$ cat src/apq_pkg.sv
// Types and constants shared by the aging priority queue and its ranking unit.
// No dependencies.
`default_nettype none

package apq_pkg;

   localparam int TIME_W     = 32;
   localparam int ORDER_W    = 32;
   localparam int ID_W       = 16;
   localparam int SECTOR_W   = 3;
   localparam int PRIO_W     = 2;
   localparam int PTIME_W    = 8;
   localparam int STATUS_W   = 2;
   localparam int OCC_W      = 6;
   localparam int THRESH_W   = 16;
   localparam int CSR_INDEX_W = 4;
   localparam int CSR_DATA_W = 16;

   localparam logic [THRESH_W-1:0] AGE_ONE_RESET = 16'd4;
   localparam logic [THRESH_W-1:0] AGE_TWO_RESET = 16'd8;

   localparam logic [CSR_INDEX_W-1:0] CSR_AGE_ONE = 4'd0;
   localparam logic [CSR_INDEX_W-1:0] CSR_AGE_TWO = 4'd1;

   localparam logic FUNC_INSERT = 1'b0;
   localparam logic FUNC_REMOVE = 1'b1;

   localparam logic [STATUS_W-1:0] STATUS_INSERTED = 2'd0;
   localparam logic [STATUS_W-1:0] STATUS_FULL     = 2'd1;
   localparam logic [STATUS_W-1:0] STATUS_REMOVED  = 2'd2;
   localparam logic [STATUS_W-1:0] STATUS_EMPTY    = 2'd3;

   typedef struct packed {
      logic                func;
      logic [TIME_W-1:0]   now;
      logic [ID_W-1:0]     request_id;
      logic [SECTOR_W-1:0] sector;
      logic [PRIO_W-1:0]   base_priority;
      logic [PTIME_W-1:0]  print_time;
   } req_item_type;

   typedef struct packed {
      logic [STATUS_W-1:0] status;
      logic [ID_W-1:0]     out_request_id;
      logic [SECTOR_W-1:0] out_sector;
      logic [PTIME_W-1:0]  out_print_time;
      logic [PRIO_W-1:0]   effective_priority;
      logic [OCC_W-1:0]    occupancy;
   } rsp_item_type;

   // one stored request
   typedef struct packed {
      logic [TIME_W-1:0]   created;
      logic [PRIO_W-1:0]   base_priority;
      logic [ID_W-1:0]     request_id;
      logic [SECTOR_W-1:0] sector;
      logic [PTIME_W-1:0]  print_time;
      logic [ORDER_W-1:0]  insert_order;
   } entry_type;

   // payload of a ranked candidate
   typedef struct packed {
      logic [ID_W-1:0]     request_id;
      logic [SECTOR_W-1:0] sector;
      logic [PTIME_W-1:0]  print_time;
      logic [PRIO_W-1:0]   eff_prio;
   } rank_best_type;

   typedef struct packed {
      logic clear;
      logic sample;
   } rank_ctl_type;

   typedef enum logic [2:0] {
      ST_IDLE,
      ST_INS_SCAN,
      ST_REM_SCAN,
      ST_REM_DRAIN,
      ST_REM_TAKE
   } state_type;

endpackage

`default_nettype wire

$ cat src/apq_rank.sv
// Ranking unit: ages one stored entry per cycle and keeps the best one seen.
// Depends on apq_pkg.
`default_nettype none

module apq_rank #(
   parameter int IDX_W = 5
) (
   input  logic                              clock,
   input  logic                              reset,
   input  apq_pkg::rank_ctl_type             ctl,
   input  logic [IDX_W-1:0]                  sample_idx,
   input  apq_pkg::entry_type                sample_entry,
   input  logic [apq_pkg::TIME_W-1:0]        now,
   input  logic [apq_pkg::ORDER_W-1:0]       insert_counter,
   input  logic [apq_pkg::THRESH_W-1:0]      age_one,
   input  logic [apq_pkg::THRESH_W-1:0]      age_two,
   output logic [IDX_W-1:0]                  best_idx,
   output apq_pkg::rank_best_type            best
);
   import apq_pkg::*;

   logic                s1_valid_ff, s1_valid_in;
   logic [IDX_W-1:0]    s1_idx_ff;
   logic [TIME_W-1:0]   s1_created_ff;
   logic [ORDER_W-1:0]  s1_age_ff;
   rank_best_type       s1_cand_ff, s1_cand_in;

   logic                found_ff, found_in;
   logic [IDX_W-1:0]    best_idx_ff;
   logic [TIME_W-1:0]   best_created_ff;
   logic [ORDER_W-1:0]  best_age_ff;
   rank_best_type       best_ff;

   logic [TIME_W-1:0]   wait_t;
   logic [PRIO_W-1:0]   aged;
   logic                take;

   // stage 1: aged priority and insert age
   always_comb begin
      if (now >= sample_entry.created) begin
         wait_t = now - sample_entry.created;
      end else begin
         wait_t = '0;
      end
      if (wait_t >= {{(TIME_W-THRESH_W){1'b0}}, age_two}) begin
         aged = (sample_entry.base_priority >= PRIO_W'(2)) ?
                sample_entry.base_priority - PRIO_W'(2) : '0;
      end else if (wait_t >= {{(TIME_W-THRESH_W){1'b0}}, age_one}) begin
         aged = (sample_entry.base_priority >= PRIO_W'(1)) ?
                sample_entry.base_priority - PRIO_W'(1) : '0;
      end else begin
         aged = sample_entry.base_priority;
      end
      s1_cand_in.request_id = sample_entry.request_id;
      s1_cand_in.sector     = sample_entry.sector;
      s1_cand_in.print_time = sample_entry.print_time;
      s1_cand_in.eff_prio   = aged;
      s1_valid_in = ctl.sample && !ctl.clear;
   end

   always_ff @(posedge clock) begin
      if (reset) begin
         s1_valid_ff <= 1'b0;
      end else begin
         s1_valid_ff <= s1_valid_in;
      end
      s1_idx_ff     <= sample_idx;
      s1_created_ff <= sample_entry.created;
      s1_age_ff     <= insert_counter - sample_entry.insert_order;
      s1_cand_ff    <= s1_cand_in;
   end

   // stage 2: lower priority, then older stamp, then earlier insert
   always_comb begin
      if (!found_ff) begin
         take = 1'b1;
      end else if (s1_cand_ff.eff_prio != best_ff.eff_prio) begin
         take = s1_cand_ff.eff_prio < best_ff.eff_prio;
      end else if (s1_created_ff != best_created_ff) begin
         take = s1_created_ff < best_created_ff;
      end else begin
         take = s1_age_ff > best_age_ff;
      end
      if (ctl.clear) begin
         found_in = 1'b0;
      end else begin
         found_in = found_ff || s1_valid_ff;
      end
   end

   always_ff @(posedge clock) begin
      if (reset) begin
         found_ff <= 1'b0;
      end else begin
         found_ff <= found_in;
      end
      if (s1_valid_ff && !ctl.clear && take) begin
         best_idx_ff     <= s1_idx_ff;
         best_created_ff <= s1_created_ff;
         best_age_ff     <= s1_age_ff;
         best_ff         <= s1_cand_ff;
      end
   end

   assign best_idx = best_idx_ff;
   assign best     = best_ff;

endmodule

`default_nettype wire

$ cat src/aging_priority_queue.sv
// Top level of the aging priority queue: sequencer, entry memory, valid bits.
// Depends on apq_pkg and apq_rank.
//
//  channel | ports                                 | transfer when
//  --------+---------------------------------------+--------------------------
//  request | start, busy, req_data                 | start && !busy
//  result  | rsp_valid, rsp_data                   | rsp_valid (one cycle)
//  config  | csr_valid, csr_ready, csr_index/wdata | csr_valid && csr_ready
//
// Insert: scans the slots one per cycle for the lowest free one and registers
// the result when it finds it. Full store or empty remove: result in the next
// cycle. Remove: the single-port entry memory and the ranking unit walk every
// slot. Reset is synchronous; it clears the valid bits and counters, no memory
// sweep is needed. Results cannot be stalled; csr_ready is always high.
`default_nettype none

module aging_priority_queue #(
   parameter int CAPACITY = 32
) (
   input  logic                               clock,
   input  logic                               reset,
   input  logic                               start,
   output logic                               busy,
   input  apq_pkg::req_item_type              req_data,
   output logic                               rsp_valid,
   output apq_pkg::rsp_item_type              rsp_data,
   input  logic                               csr_valid,
   output logic                               csr_ready,
   input  logic [apq_pkg::CSR_INDEX_W-1:0]    csr_index,
   input  logic [apq_pkg::CSR_DATA_W-1:0]     csr_wdata
);
   import apq_pkg::*;

   localparam int IDX_W = $clog2(CAPACITY);
   localparam int CNT_W = $clog2(CAPACITY + 1);
   localparam logic [IDX_W-1:0] LAST_IDX = IDX_W'(CAPACITY - 1);
   localparam logic [CNT_W-1:0] FULL_CNT = CNT_W'(CAPACITY);

   state_type             state_ff, state_in;
   req_item_type          req_ff, req_in;
   logic [IDX_W-1:0]      scan_idx_ff, scan_idx_in;
   logic                  drain_ff, drain_in;
   logic [CAPACITY-1:0]   valid_ff, valid_in;
   logic [CNT_W-1:0]      count_ff, count_in;
   logic [ORDER_W-1:0]    counter_ff, counter_in;
   logic                  rsp_valid_ff, rsp_valid_in;
   rsp_item_type          rsp_ff, rsp_in;
   logic [THRESH_W-1:0]   age_one_ff, age_two_ff;

   logic                  s0_valid_ff, s0_valid_in;
   logic [IDX_W-1:0]      s0_idx_ff;

   entry_type             mem [CAPACITY];
   entry_type             rd_data_ff;
   entry_type             wr_data;
   logic                  mem_we;

   rank_ctl_type          rank_ctl;
   logic [IDX_W-1:0]      best_idx;
   rank_best_type         best;

   logic                  accept;
   logic                  slot_free;

   assign accept    = start && (state_ff == ST_IDLE);
   assign busy      = (state_ff != ST_IDLE);
   assign slot_free = !valid_ff[scan_idx_ff];
   assign csr_ready = 1'b1;

   // configuration registers
   always_ff @(posedge clock) begin
      if (reset) begin
         age_one_ff <= AGE_ONE_RESET;
         age_two_ff <= AGE_TWO_RESET;
      end else if (csr_valid && csr_ready) begin
         case (csr_index)
            CSR_AGE_ONE: age_one_ff <= csr_wdata;
            CSR_AGE_TWO: age_two_ff <= csr_wdata;
            default: ;
         endcase
      end
   end

   // next state
   always_comb begin
      state_in = state_ff;
      case (state_ff)
         ST_IDLE: begin
            if (accept) begin
               if (req_data.func == FUNC_INSERT) begin
                  if (count_ff != FULL_CNT) state_in = ST_INS_SCAN;
               end else begin
                  if (count_ff != '0) state_in = ST_REM_SCAN;
               end
            end
         end
         ST_INS_SCAN: begin
            if (slot_free) state_in = ST_IDLE;
         end
         ST_REM_SCAN: begin
            if (scan_idx_ff == LAST_IDX) state_in = ST_REM_DRAIN;
         end
         ST_REM_DRAIN: begin
            if (drain_ff) state_in = ST_REM_TAKE;
         end
         ST_REM_TAKE: begin
            state_in = ST_IDLE;
         end
         default: state_in = ST_IDLE;
      endcase
   end

   // datapath and result
   always_comb begin
      req_in       = req_ff;
      scan_idx_in  = scan_idx_ff;
      drain_in     = drain_ff;
      valid_in     = valid_ff;
      count_in     = count_ff;
      counter_in   = counter_ff;
      mem_we       = 1'b0;
      rsp_valid_in = 1'b0;
      rsp_in       = rsp_ff;

      wr_data.created       = req_ff.now;
      wr_data.base_priority = req_ff.base_priority;
      wr_data.request_id    = req_ff.request_id;
      wr_data.sector        = req_ff.sector;
      wr_data.print_time    = req_ff.print_time;
      wr_data.insert_order  = counter_ff;

      case (state_ff)
         ST_IDLE: begin
            if (accept) begin
               req_in      = req_data;
               scan_idx_in = '0;
               drain_in    = 1'b0;
               if (req_data.func == FUNC_INSERT && count_ff == FULL_CNT) begin
                  rsp_valid_in     = 1'b1;
                  rsp_in           = '0;
                  rsp_in.status    = STATUS_FULL;
                  rsp_in.occupancy = OCC_W'(count_ff);
               end else if (req_data.func == FUNC_REMOVE && count_ff == '0) begin
                  rsp_valid_in     = 1'b1;
                  rsp_in           = '0;
                  rsp_in.status    = STATUS_EMPTY;
                  rsp_in.occupancy = OCC_W'(count_ff);
               end
            end
         end
         ST_INS_SCAN: begin
            if (slot_free) begin
               mem_we                = 1'b1;
               valid_in[scan_idx_ff] = 1'b1;
               count_in              = count_ff + CNT_W'(1);
               counter_in            = counter_ff + ORDER_W'(1);
               rsp_valid_in          = 1'b1;
               rsp_in                = '0;
               rsp_in.status         = STATUS_INSERTED;
               rsp_in.occupancy      = OCC_W'(count_in);
            end else begin
               scan_idx_in = scan_idx_ff + IDX_W'(1);
            end
         end
         ST_REM_SCAN: begin
            if (scan_idx_ff != LAST_IDX) scan_idx_in = scan_idx_ff + IDX_W'(1);
         end
         ST_REM_DRAIN: begin
            drain_in = 1'b1;
         end
         ST_REM_TAKE: begin
            valid_in[best_idx]        = 1'b0;
            count_in                  = count_ff - CNT_W'(1);
            rsp_valid_in              = 1'b1;
            rsp_in.status             = STATUS_REMOVED;
            rsp_in.out_request_id     = best.request_id;
            rsp_in.out_sector         = best.sector;
            rsp_in.out_print_time     = best.print_time;
            rsp_in.effective_priority = best.eff_prio;
            rsp_in.occupancy          = OCC_W'(count_in);
         end
         default: ;
      endcase
   end

   assign s0_valid_in = (state_ff == ST_REM_SCAN) && valid_ff[scan_idx_ff];

   always_ff @(posedge clock) begin
      if (reset) begin
         state_ff     <= ST_IDLE;
         valid_ff     <= '0;
         count_ff     <= '0;
         counter_ff   <= '0;
         rsp_valid_ff <= 1'b0;
         s0_valid_ff  <= 1'b0;
         drain_ff     <= 1'b0;
         scan_idx_ff  <= '0;
      end else begin
         state_ff     <= state_in;
         valid_ff     <= valid_in;
         count_ff     <= count_in;
         counter_ff   <= counter_in;
         rsp_valid_ff <= rsp_valid_in;
         s0_valid_ff  <= s0_valid_in;
         drain_ff     <= drain_in;
         scan_idx_ff  <= scan_idx_in;
      end
      req_ff    <= req_in;
      rsp_ff    <= rsp_in;
      s0_idx_ff <= scan_idx_ff;
   end

   // entry memory: a registered read every cycle and, when enabled, a write, both at the scan index
   always_ff @(posedge clock) begin
      if (mem_we) begin
         mem[scan_idx_ff] <= wr_data;
      end
      rd_data_ff <= mem[scan_idx_ff];
   end

   assign rank_ctl = '{clear: (state_ff == ST_IDLE), sample: s0_valid_ff};

   apq_rank #(
      .IDX_W(IDX_W)
   ) u_rank (
      .clock          (clock),
      .reset          (reset),
      .ctl            (rank_ctl),
      .sample_idx     (s0_idx_ff),
      .sample_entry   (rd_data_ff),
      .now            (req_ff.now),
      .insert_counter (counter_ff),
      .age_one        (age_one_ff),
      .age_two        (age_two_ff),
      .best_idx       (best_idx),
      .best           (best)
   );

   assign rsp_valid = rsp_valid_ff;
   assign rsp_data  = rsp_ff;

endmodule

`default_nettype wire

$ cat config.mk
export PLATFORM = sky130hd
export DESIGN_NAME = aging_priority_queue
export DESIGN_NICKNAME = d
export VERILOG_FILES = /design/src/apq_pkg.sv /design/src/apq_rank.sv /design/src/aging_priority_queue.sv
export SDC_FILE = /design/constraint.sdc
export NUM_CORES = 2
export LEC_CHECK = 0
export BUFFER_PORTS_ARGS = -buffer_cell sky130_fd_sc_hd__buf_4
export CAP_MARGIN = 15
export CORE_UTILIZATION = 30
export CTS_CLUSTER_SIZE = 8
export DETAILED_ROUTE_END_ITERATION = 16
export GPL_TIMING_DRIVEN = 0
export PLACE_DENSITY_LB_ADDON = 0.08
export SETUP_SLACK_MARGIN = 0.02
export SLEW_MARGIN = 20
export SYNTH_ARGS = -nofsm -noshare
export SYNTH_HDL_FRONTEND = slang
export SYNTH_SLANG_ARGS = --single-unit
export TNS_END_PERCENT = 50
$ cat constraint.sdc
create_clock -name clock -period 15.1 [get_ports clock]
set_input_delay 1.51 -clock clock [delete_from_list [all_inputs] [get_ports clock]]
set_output_delay 1.51 -clock clock [all_outputs]
set_load 0.02 [all_outputs]
### After elaboration in Yosys (flattened, before gate mapping)

Memories as Yosys holds them, arrays and structs flattened. A register that Yosys moved wholly into a read port is not among the register bits.
Index checks and enable logic that the tools add are counted.
W data, S select, Z words.

* bits of input ports: 86
* word-level logic and storage cells: 159
* memories: 1
* memory bits (writable): 2976
* register bits after elaboration: 414

Memory list
* mem: words 32, bits a word 93, rd ports 1, clocked after memory_dff 1, wr ports 1, line aging_priority_queue.sv:53 `entry_type mem [CAPACITY];`

* order comparisons: 12
* reductions and logical operators: 30
* mux-type cells: 45
* bitwise gates (word level): 5
* eq/ne operators: 20
* add/sub/neg operators: 8

Operators by type and width (count)
* $mux W37: 4
* $pmux W37 S3: 1
* $ge A32 B16 Y1: 2
* $mux W32: 2
* $pmux W32 S2: 1
* $sub A32 B32 Y32: 2
* $add A32 B1 Y32 const B: 1
* $and A32 B32 Y32: 1
* $ge A32 B32 Y1: 1
* $gt A32 B32 Y1: 1
* $lt A32 B32 Y1: 1
* $ne A32 B32 Y1: 1
* $not A32 Y32: 1
* $or A32 B32 Y32: 1
* $mux W3: 7
* $mux W5: 3
* $pmux W5 S3: 1
* $mux W1: 14
* $lt A5 B6 Y1 const B: 2
* $ne A2 B2 Y1 const B: 6
* $pmux W3 S4: 1
* $pmux W6 S2: 1
* $reduce_and A2 Y1: 6
* $demux W1 S5: 2
* other kinds (37): 57

### Depth between registers and ports, before layout

* depth in word-level cells: 7
* gate-level depth with buffers: 25
* depth with buffers taken out: 24

### By module

Synthesis repeated with hierarchy kept, for this count alone.

* cells, all modules: 6594
* area total of the unflattened synthesis: 134203.7 um^2

Modules (own cells, without submodules)
* aging_priority_queue: seq. area each 96532.6 um^2, area an instance 122839.1 um^2, cells each 5446, times used 1
* apq_rank: seq. area each 4944.7 um^2, area an instance 11364.6 um^2, cells each 1148, times used 1

### Worst setup path before layout

OpenSTA, ideal clock, no wires.

* path type: register to register
* start: reg u_rank.best_created_ff[25]
* end: reg u_rank.best_ff (netlist bit u_rank.best[0]) (enable)
* data required time: 14520 ps
* arrival: 6666 ps
* cell stages (with the launch flop): 10
* slack: 7854 ps
* path buffers: 0
* path through: edfxtp_1 > inv_1 > ha_1 > nand4_1 > or3_1 > nor3_1 > nand2_1 > or3_1 > a311o_1 > o211ai_1

* cells in the longest elaborated chain, start to end: 5
* elaborated cells between the ends (all ways): 6

RTL lines
* start: declaration: line apq_rank.sv:30 `logic [TIME_W-1:0] best_created_ff;`
* start signal: assignment: line apq_rank.sv:99 `best_created_ff <= s1_created_ff;`
* $lt A32 B32 Y1 / $ne A32 B32 Y1 (equally long branches): line apq_rank.sv:80, apq_rank.sv:79
* $mux W1 (*): line apq_rank.sv:79 `end else if (s1_created_ff != best_created_ff) begin`
* $mux W1 (*): line apq_rank.sv:77 `end else if (s1_cand_ff.eff_prio != best_ff.eff_prio) begin`
* $mux W1 (*): line apq_rank.sv:75 `if (!found_ff) begin`
* $logic_and A1 B1 Y1 (*): line apq_rank.sv:97 `if (s1_valid_ff && !ctl.clear && take) begin`
* end signal: assignment: line apq_rank.sv:101 `best_ff <= s1_cand_ff;`
* end: declaration: line apq_rank.sv:32 `rank_best_type best_ff;`

Every way passes the cells marked *; elsewhere a longest branch is shown, timed or not.
A chain may end at the register's enable or synchronous reset.

### Worst setup path in the final report

* start: reg req_ff[29] (netlist bit)
* end: reg u_rank.s1_cand_ff[0] (netlist bit)

* cells in the longest elaborated chain, start to end: 5
* elaborated cells between the ends (all ways): 7

RTL lines
* start: declaration: line aging_priority_queue.sv:40 `req_item_type req_ff, req_in;`
* start signal: assignment: line aging_priority_queue.sv:208 `req_ff <= req_in;`
* $sub A32 B32 Y32 / $ge A32 B32 Y1 (equally long branches): line apq_rank.sv:41, apq_rank.sv:40
* $mux W32 (*): line apq_rank.sv:40 `if (now >= sample_entry.created) begin`
* $ge A32 B16 Y1: line apq_rank.sv:48 `end else if (wait_t >= {{(TIME_W-THRESH_W){1'b0}}, age_one}) begin`
* $mux W2: line apq_rank.sv:48
* $mux W2 (*): line apq_rank.sv:45 `if (wait_t >= {{(TIME_W-THRESH_W){1'b0}}, age_two}) begin`
* named net u_rank.aged[0]: line apq_rank.sv:35 `logic [PRIO_W-1:0] aged;`
* end signal: assignment: line apq_rank.sv:70 `s1_cand_ff <= s1_cand_in;`
* end: declaration: line apq_rank.sv:26 `rank_best_type s1_cand_ff, s1_cand_in;`

Mark *: on every way through the listed nets, which the timed path passes. The rest lies on a longest branch.

==> metrics.md <==
| Metric | Value |
|---|---|
| Routed Antenna Nets | 0 |
| Comb pwr share | 0.141 |
| CTS tree | done |
| CORE AREA | about 0.44 mm² |
| Vias in the first global route | roughly 72000 |
| CP Launch Point | req_ff[29]$_DFFE_PP_ |
| Maximum buffer depth of the clock tree | 4 |
| Hold Crit Class | reg2reg |
| Synth unique cells | 86 |
| Largest net degree at the start of global routing | 40 |
| Share of layout cells above drive strength 1 | 0.270 |
| Final worst path period share | 0.517 |
| Register share of total power | 0.457 |
| DRT iter0 DRCs | 7687 |
| R2R depth | 25 |
| LEAKAGE | roughly 52 nW |
| Post CTS Setup Buffer Count | 0 |
| Placed cells | between 10000 and 15000 |
| P_int | approximately 18 mW |
| CP endpoint kind | flop |
| Post-synth ARST share | 0 |
| Drt total wl | around 480 mm |
| RePlAce Congestion | between 0.7 and 0.8 |
| Clk sinks | 3483 |
| Non-Filler Instances | ~14000 |
| Cell Rows | between 200 and 250 |
| Area grow syn2layout | 23.6% |
| DRC violations left | 0 |
| Register clock-pin slew on the reported worst setup and hold paths | 0.05 ns |
| Post-Syn Area per Cell | roughly 20 µm² |
| Seq/Total Area, Yosys | 0.768 |
| RSZ-0062 raised after global routing | false |
| Placement Cell Area | 0.149 mm² |
| P_sw | 6.60 mW |
| Mapped Cells | approximately 6400 |
| Final HPWL DP | roughly 330 mm |
| Die width | ~670 µm |
| CP startpoint kind | flop |
| Peak VDD IR | ~0.10 mV |
| Relative max-transition margin | 0.185 |
| Setup violations, final | 0 |
| First-pass GRT wire length | approximately 650 mm |
| Outcome | completed |
| TNS Setup | 0 ns |
| CTS buffer count | 476 |
| Yosys reg bits | ~3500 |
| Fmax | about 130 MHz |
| Routed length per instance | 35.2 µm |
| Clock Power Share | 0.402 |
| Grt total ovfl | 0 |
| Max_cap viols | 0 |
| IO Pins | between 100 and 150 |
| Fillers | 40371 |
| Initial antenna violation count | 35 |
| Critical Path AT | 8.62 ns |
| Initial Utilization | 0.302 |
| Post_cts resized | 0 |
| Clk_lat worst skew | roughly 1.0 ns |
| Worst-path fanout max | 33 |
| R2R Path Start | req_ff[29]$_DFFE_PP_ |
| Most used DFF post-synth | edfxtp_1 |
| Flop2flop setup slack | roughly 7.3 ns |
| Nets | roughly 7700 |
| Switch share | 0.264 |
| Htree depth | 5 |
| Multi-input logic area | approximately 0.03 mm² |
| Die area | between 0.4 and 0.5 mm² |
| CTS hold repair buffers | 0 |
| Syn Nets | 6682 |
| Worst-Margin Slew | approximately 1.2 ns |
| Power Dens Cells | about 150 mW/mm² |
| Avg Vias per Cell | 5.18 |
| Final Hold Viols | 0 |
| IO Port Bufs | 123 |
| FF/Latch Area | 0.102 mm² |
| Die Y | approximately 670 µm |
| Drt first pass iters | 6 |
| CP Class | reg2reg |
| Post-synth EDFFs | ~3200 |
| Required @ worst endpoint | between 15 and 20 ns |
| Final Instance Area | between 0.15 and 0.2 mm² |
| Clock Skews | between 0.07 and 0.08 ns |
| Worst flop-to-flop path endpoint | u_rank.s1_cand_ff[0]$_DFF_P_ |
| CTS root buf | clkbuf_16 |
| Via count | 71014 |
| GRT Util Overall | 0.215 |
| Hold Path Depth | 0 |
| Fin. max-slew vios | 0 |
| Mapped Area | roughly 0.13 mm² |
| Synth Warn # | 0 |
| CP endpoint | u_rank.s1_cand_ff[0]$_DFF_P_ |
| Minimum clock period | between 7 and 8 ns |
[stage by stage]
step,util,setup WS [ns],hold WS (ns),power (mW)
floorplan,-,7.85,0.310,13.6
global placement,0.320,-3.85,0.312,15.1
detailed placement,0.340,7.23,0.312,15.2
CTS,0.372,7.20,0.298,25.3
global route,0.373,6.66,0.314,25.9
finish,0.373,7.30,0.311,25.0
[flip-flops by register name, indices dropped and copies added (netlist names), 37 cells and up]
register,cells
mem,2976
rd_data_ff,93
req_ff,61
rsp_data,37
[power by group through the flow]
stage	Sequential, mW	Combinational (mW)	Clock (mW)
6_report	11.4	3.53	10.1
5_1_grt	11.5	3.79	10.6
4_1_cts	11.5	3.47	10.3
3_5_place_dp	11.7	3.46	0
3_3_place_gp	11.8	3.31	0
2_1_floorplan	11.6	2.03	0
[worst max-delay path, stage by stage, from the launching register on]
cell	delay (ns)
edfxtp_1	0.77
inv_1	0.34
ha_1	0.23
inv_1	0.06
fa_1	0.41
a21o_1	0.19
a21oi_2	0.22
o221a_2	0.34
o21ai_0	0.27
a21boi_1	0.52
o211ai_1	0.22
a21o_1	0.37
clkbuf_1	0.23
and2_1	0.20
ha_1	0.32
a211o_1	0.31
a21oi_1	0.22
o21ai_0	0.12
a221o_1	0.38
nor4_1	0.40
nand3_1	0.21
nor4_4	0.30
nand4_2	0.17
o31ai_4	0.36
nand4b_1	0.14
o211ai_1	0.32
[cell usage after synthesis (all sizes together), types with 47 or more instances]
library cell / count / area (µm²)
nand4: 135 / 851
dfxtp: 311 / 6230
o21ai: 58 / 298
inv: 183 / 687
mux4: 752 / 16900
clkbuf: 208 / 781
xnor2: 54 / 473
nor2: 192 / 721
a22oi: 380 / 2860
buf: 99 / 403
nand2: 119 / 447
edfxtp: 3172 / 95300
a21oi: 113 / 577
and2: 47 / 294
ha: 168 / 2100
[layout by cell type (no fill, tap or decap), drive strengths merged, types with 36 or more instances in the layout]
master / n
a211oi: 45
a21o: 36
a21oi: 113
a22oi: 380
and2: 47
buf: 613
clkbuf: 1063
dfxtp: 311
edfxtp: 3172
ha: 168
inv: 192
mux4: 752
nand2: 119
nand4: 135
nor2: 192
o21ai: 58
xnor2: 54
[kinds of logic (layout without fill, tap and decap cells)]
kind of cell               Yosys count  after routing  synth area share
DFF                               3483           3483             0.768
muxes                              774            774             0.130
AOI/OAI and AO/OA                  742            742            0.0401
and+or+nand+nor                    681            681            0.0266
buffers and inverters              490           1881            0.0141
adders and majority gates          170            170            0.0162
xor gates and xnor gates            85             85           0.00563
other                                1             10         0.0000284
[metal layers]
| layer | global-route usage | vias to the layer above | share of wire |
|---|---|---|---|
| met2 | 0.348 | 2441 | 0.47 |
| met4 | 0.0425 | 0 | 0.020 |
| met3 | 0.0333 | 556 | 0.058 |
| li1 | - | 28821 | - |
| met1 | 0.307 | 39196 | 0.45 |
| met5 | 0 | - | 0 |
[final cells by class]
cell class | instances | share of cell area
diodes | 9 | 0.000138
plain buffers | 307 | 0.00893
clock buffers | 854 | 0.0823
clock inverters | 22 | 0.00206
inverters | 183 | 0.00420
multi-input cells | 2453 | 0.178
flip-flops and latches | 3483 | 0.621
well taps | 5880 | 0.0450
repair buffers | 515 | 0.0578
[how the worst min path moves through the flow]
stage / startpoint / end / slack (ns)
finish: rd_data_ff[36]$_DFF_P_ / u_rank.s1_cand_ff[6]$_DFF_P_ / 0.31
global route: rd_data_ff[36]$_DFF_P_ / u_rank.s1_cand_ff[6]$_DFF_P_ / 0.31
CTS: rd_data_ff[49]$_DFF_P_ / u_rank.s1_cand_ff[19]$_DFF_P_ / 0.30
detailed placement: rd_data_ff[51]$_DFF_P_ / u_rank.s1_cand_ff[21]$_DFF_P_ / 0.31
global placement: s0_idx_ff[0]$_DFF_P_ / u_rank.s1_idx_ff[0]$_DFF_P_ / 0.31
floorplan: rd_data_ff[40]$_DFF_P_ / u_rank.s1_cand_ff[10]$_DFF_P_ / 0.31
No activity file was read; power rests on OpenSTA's default activity.
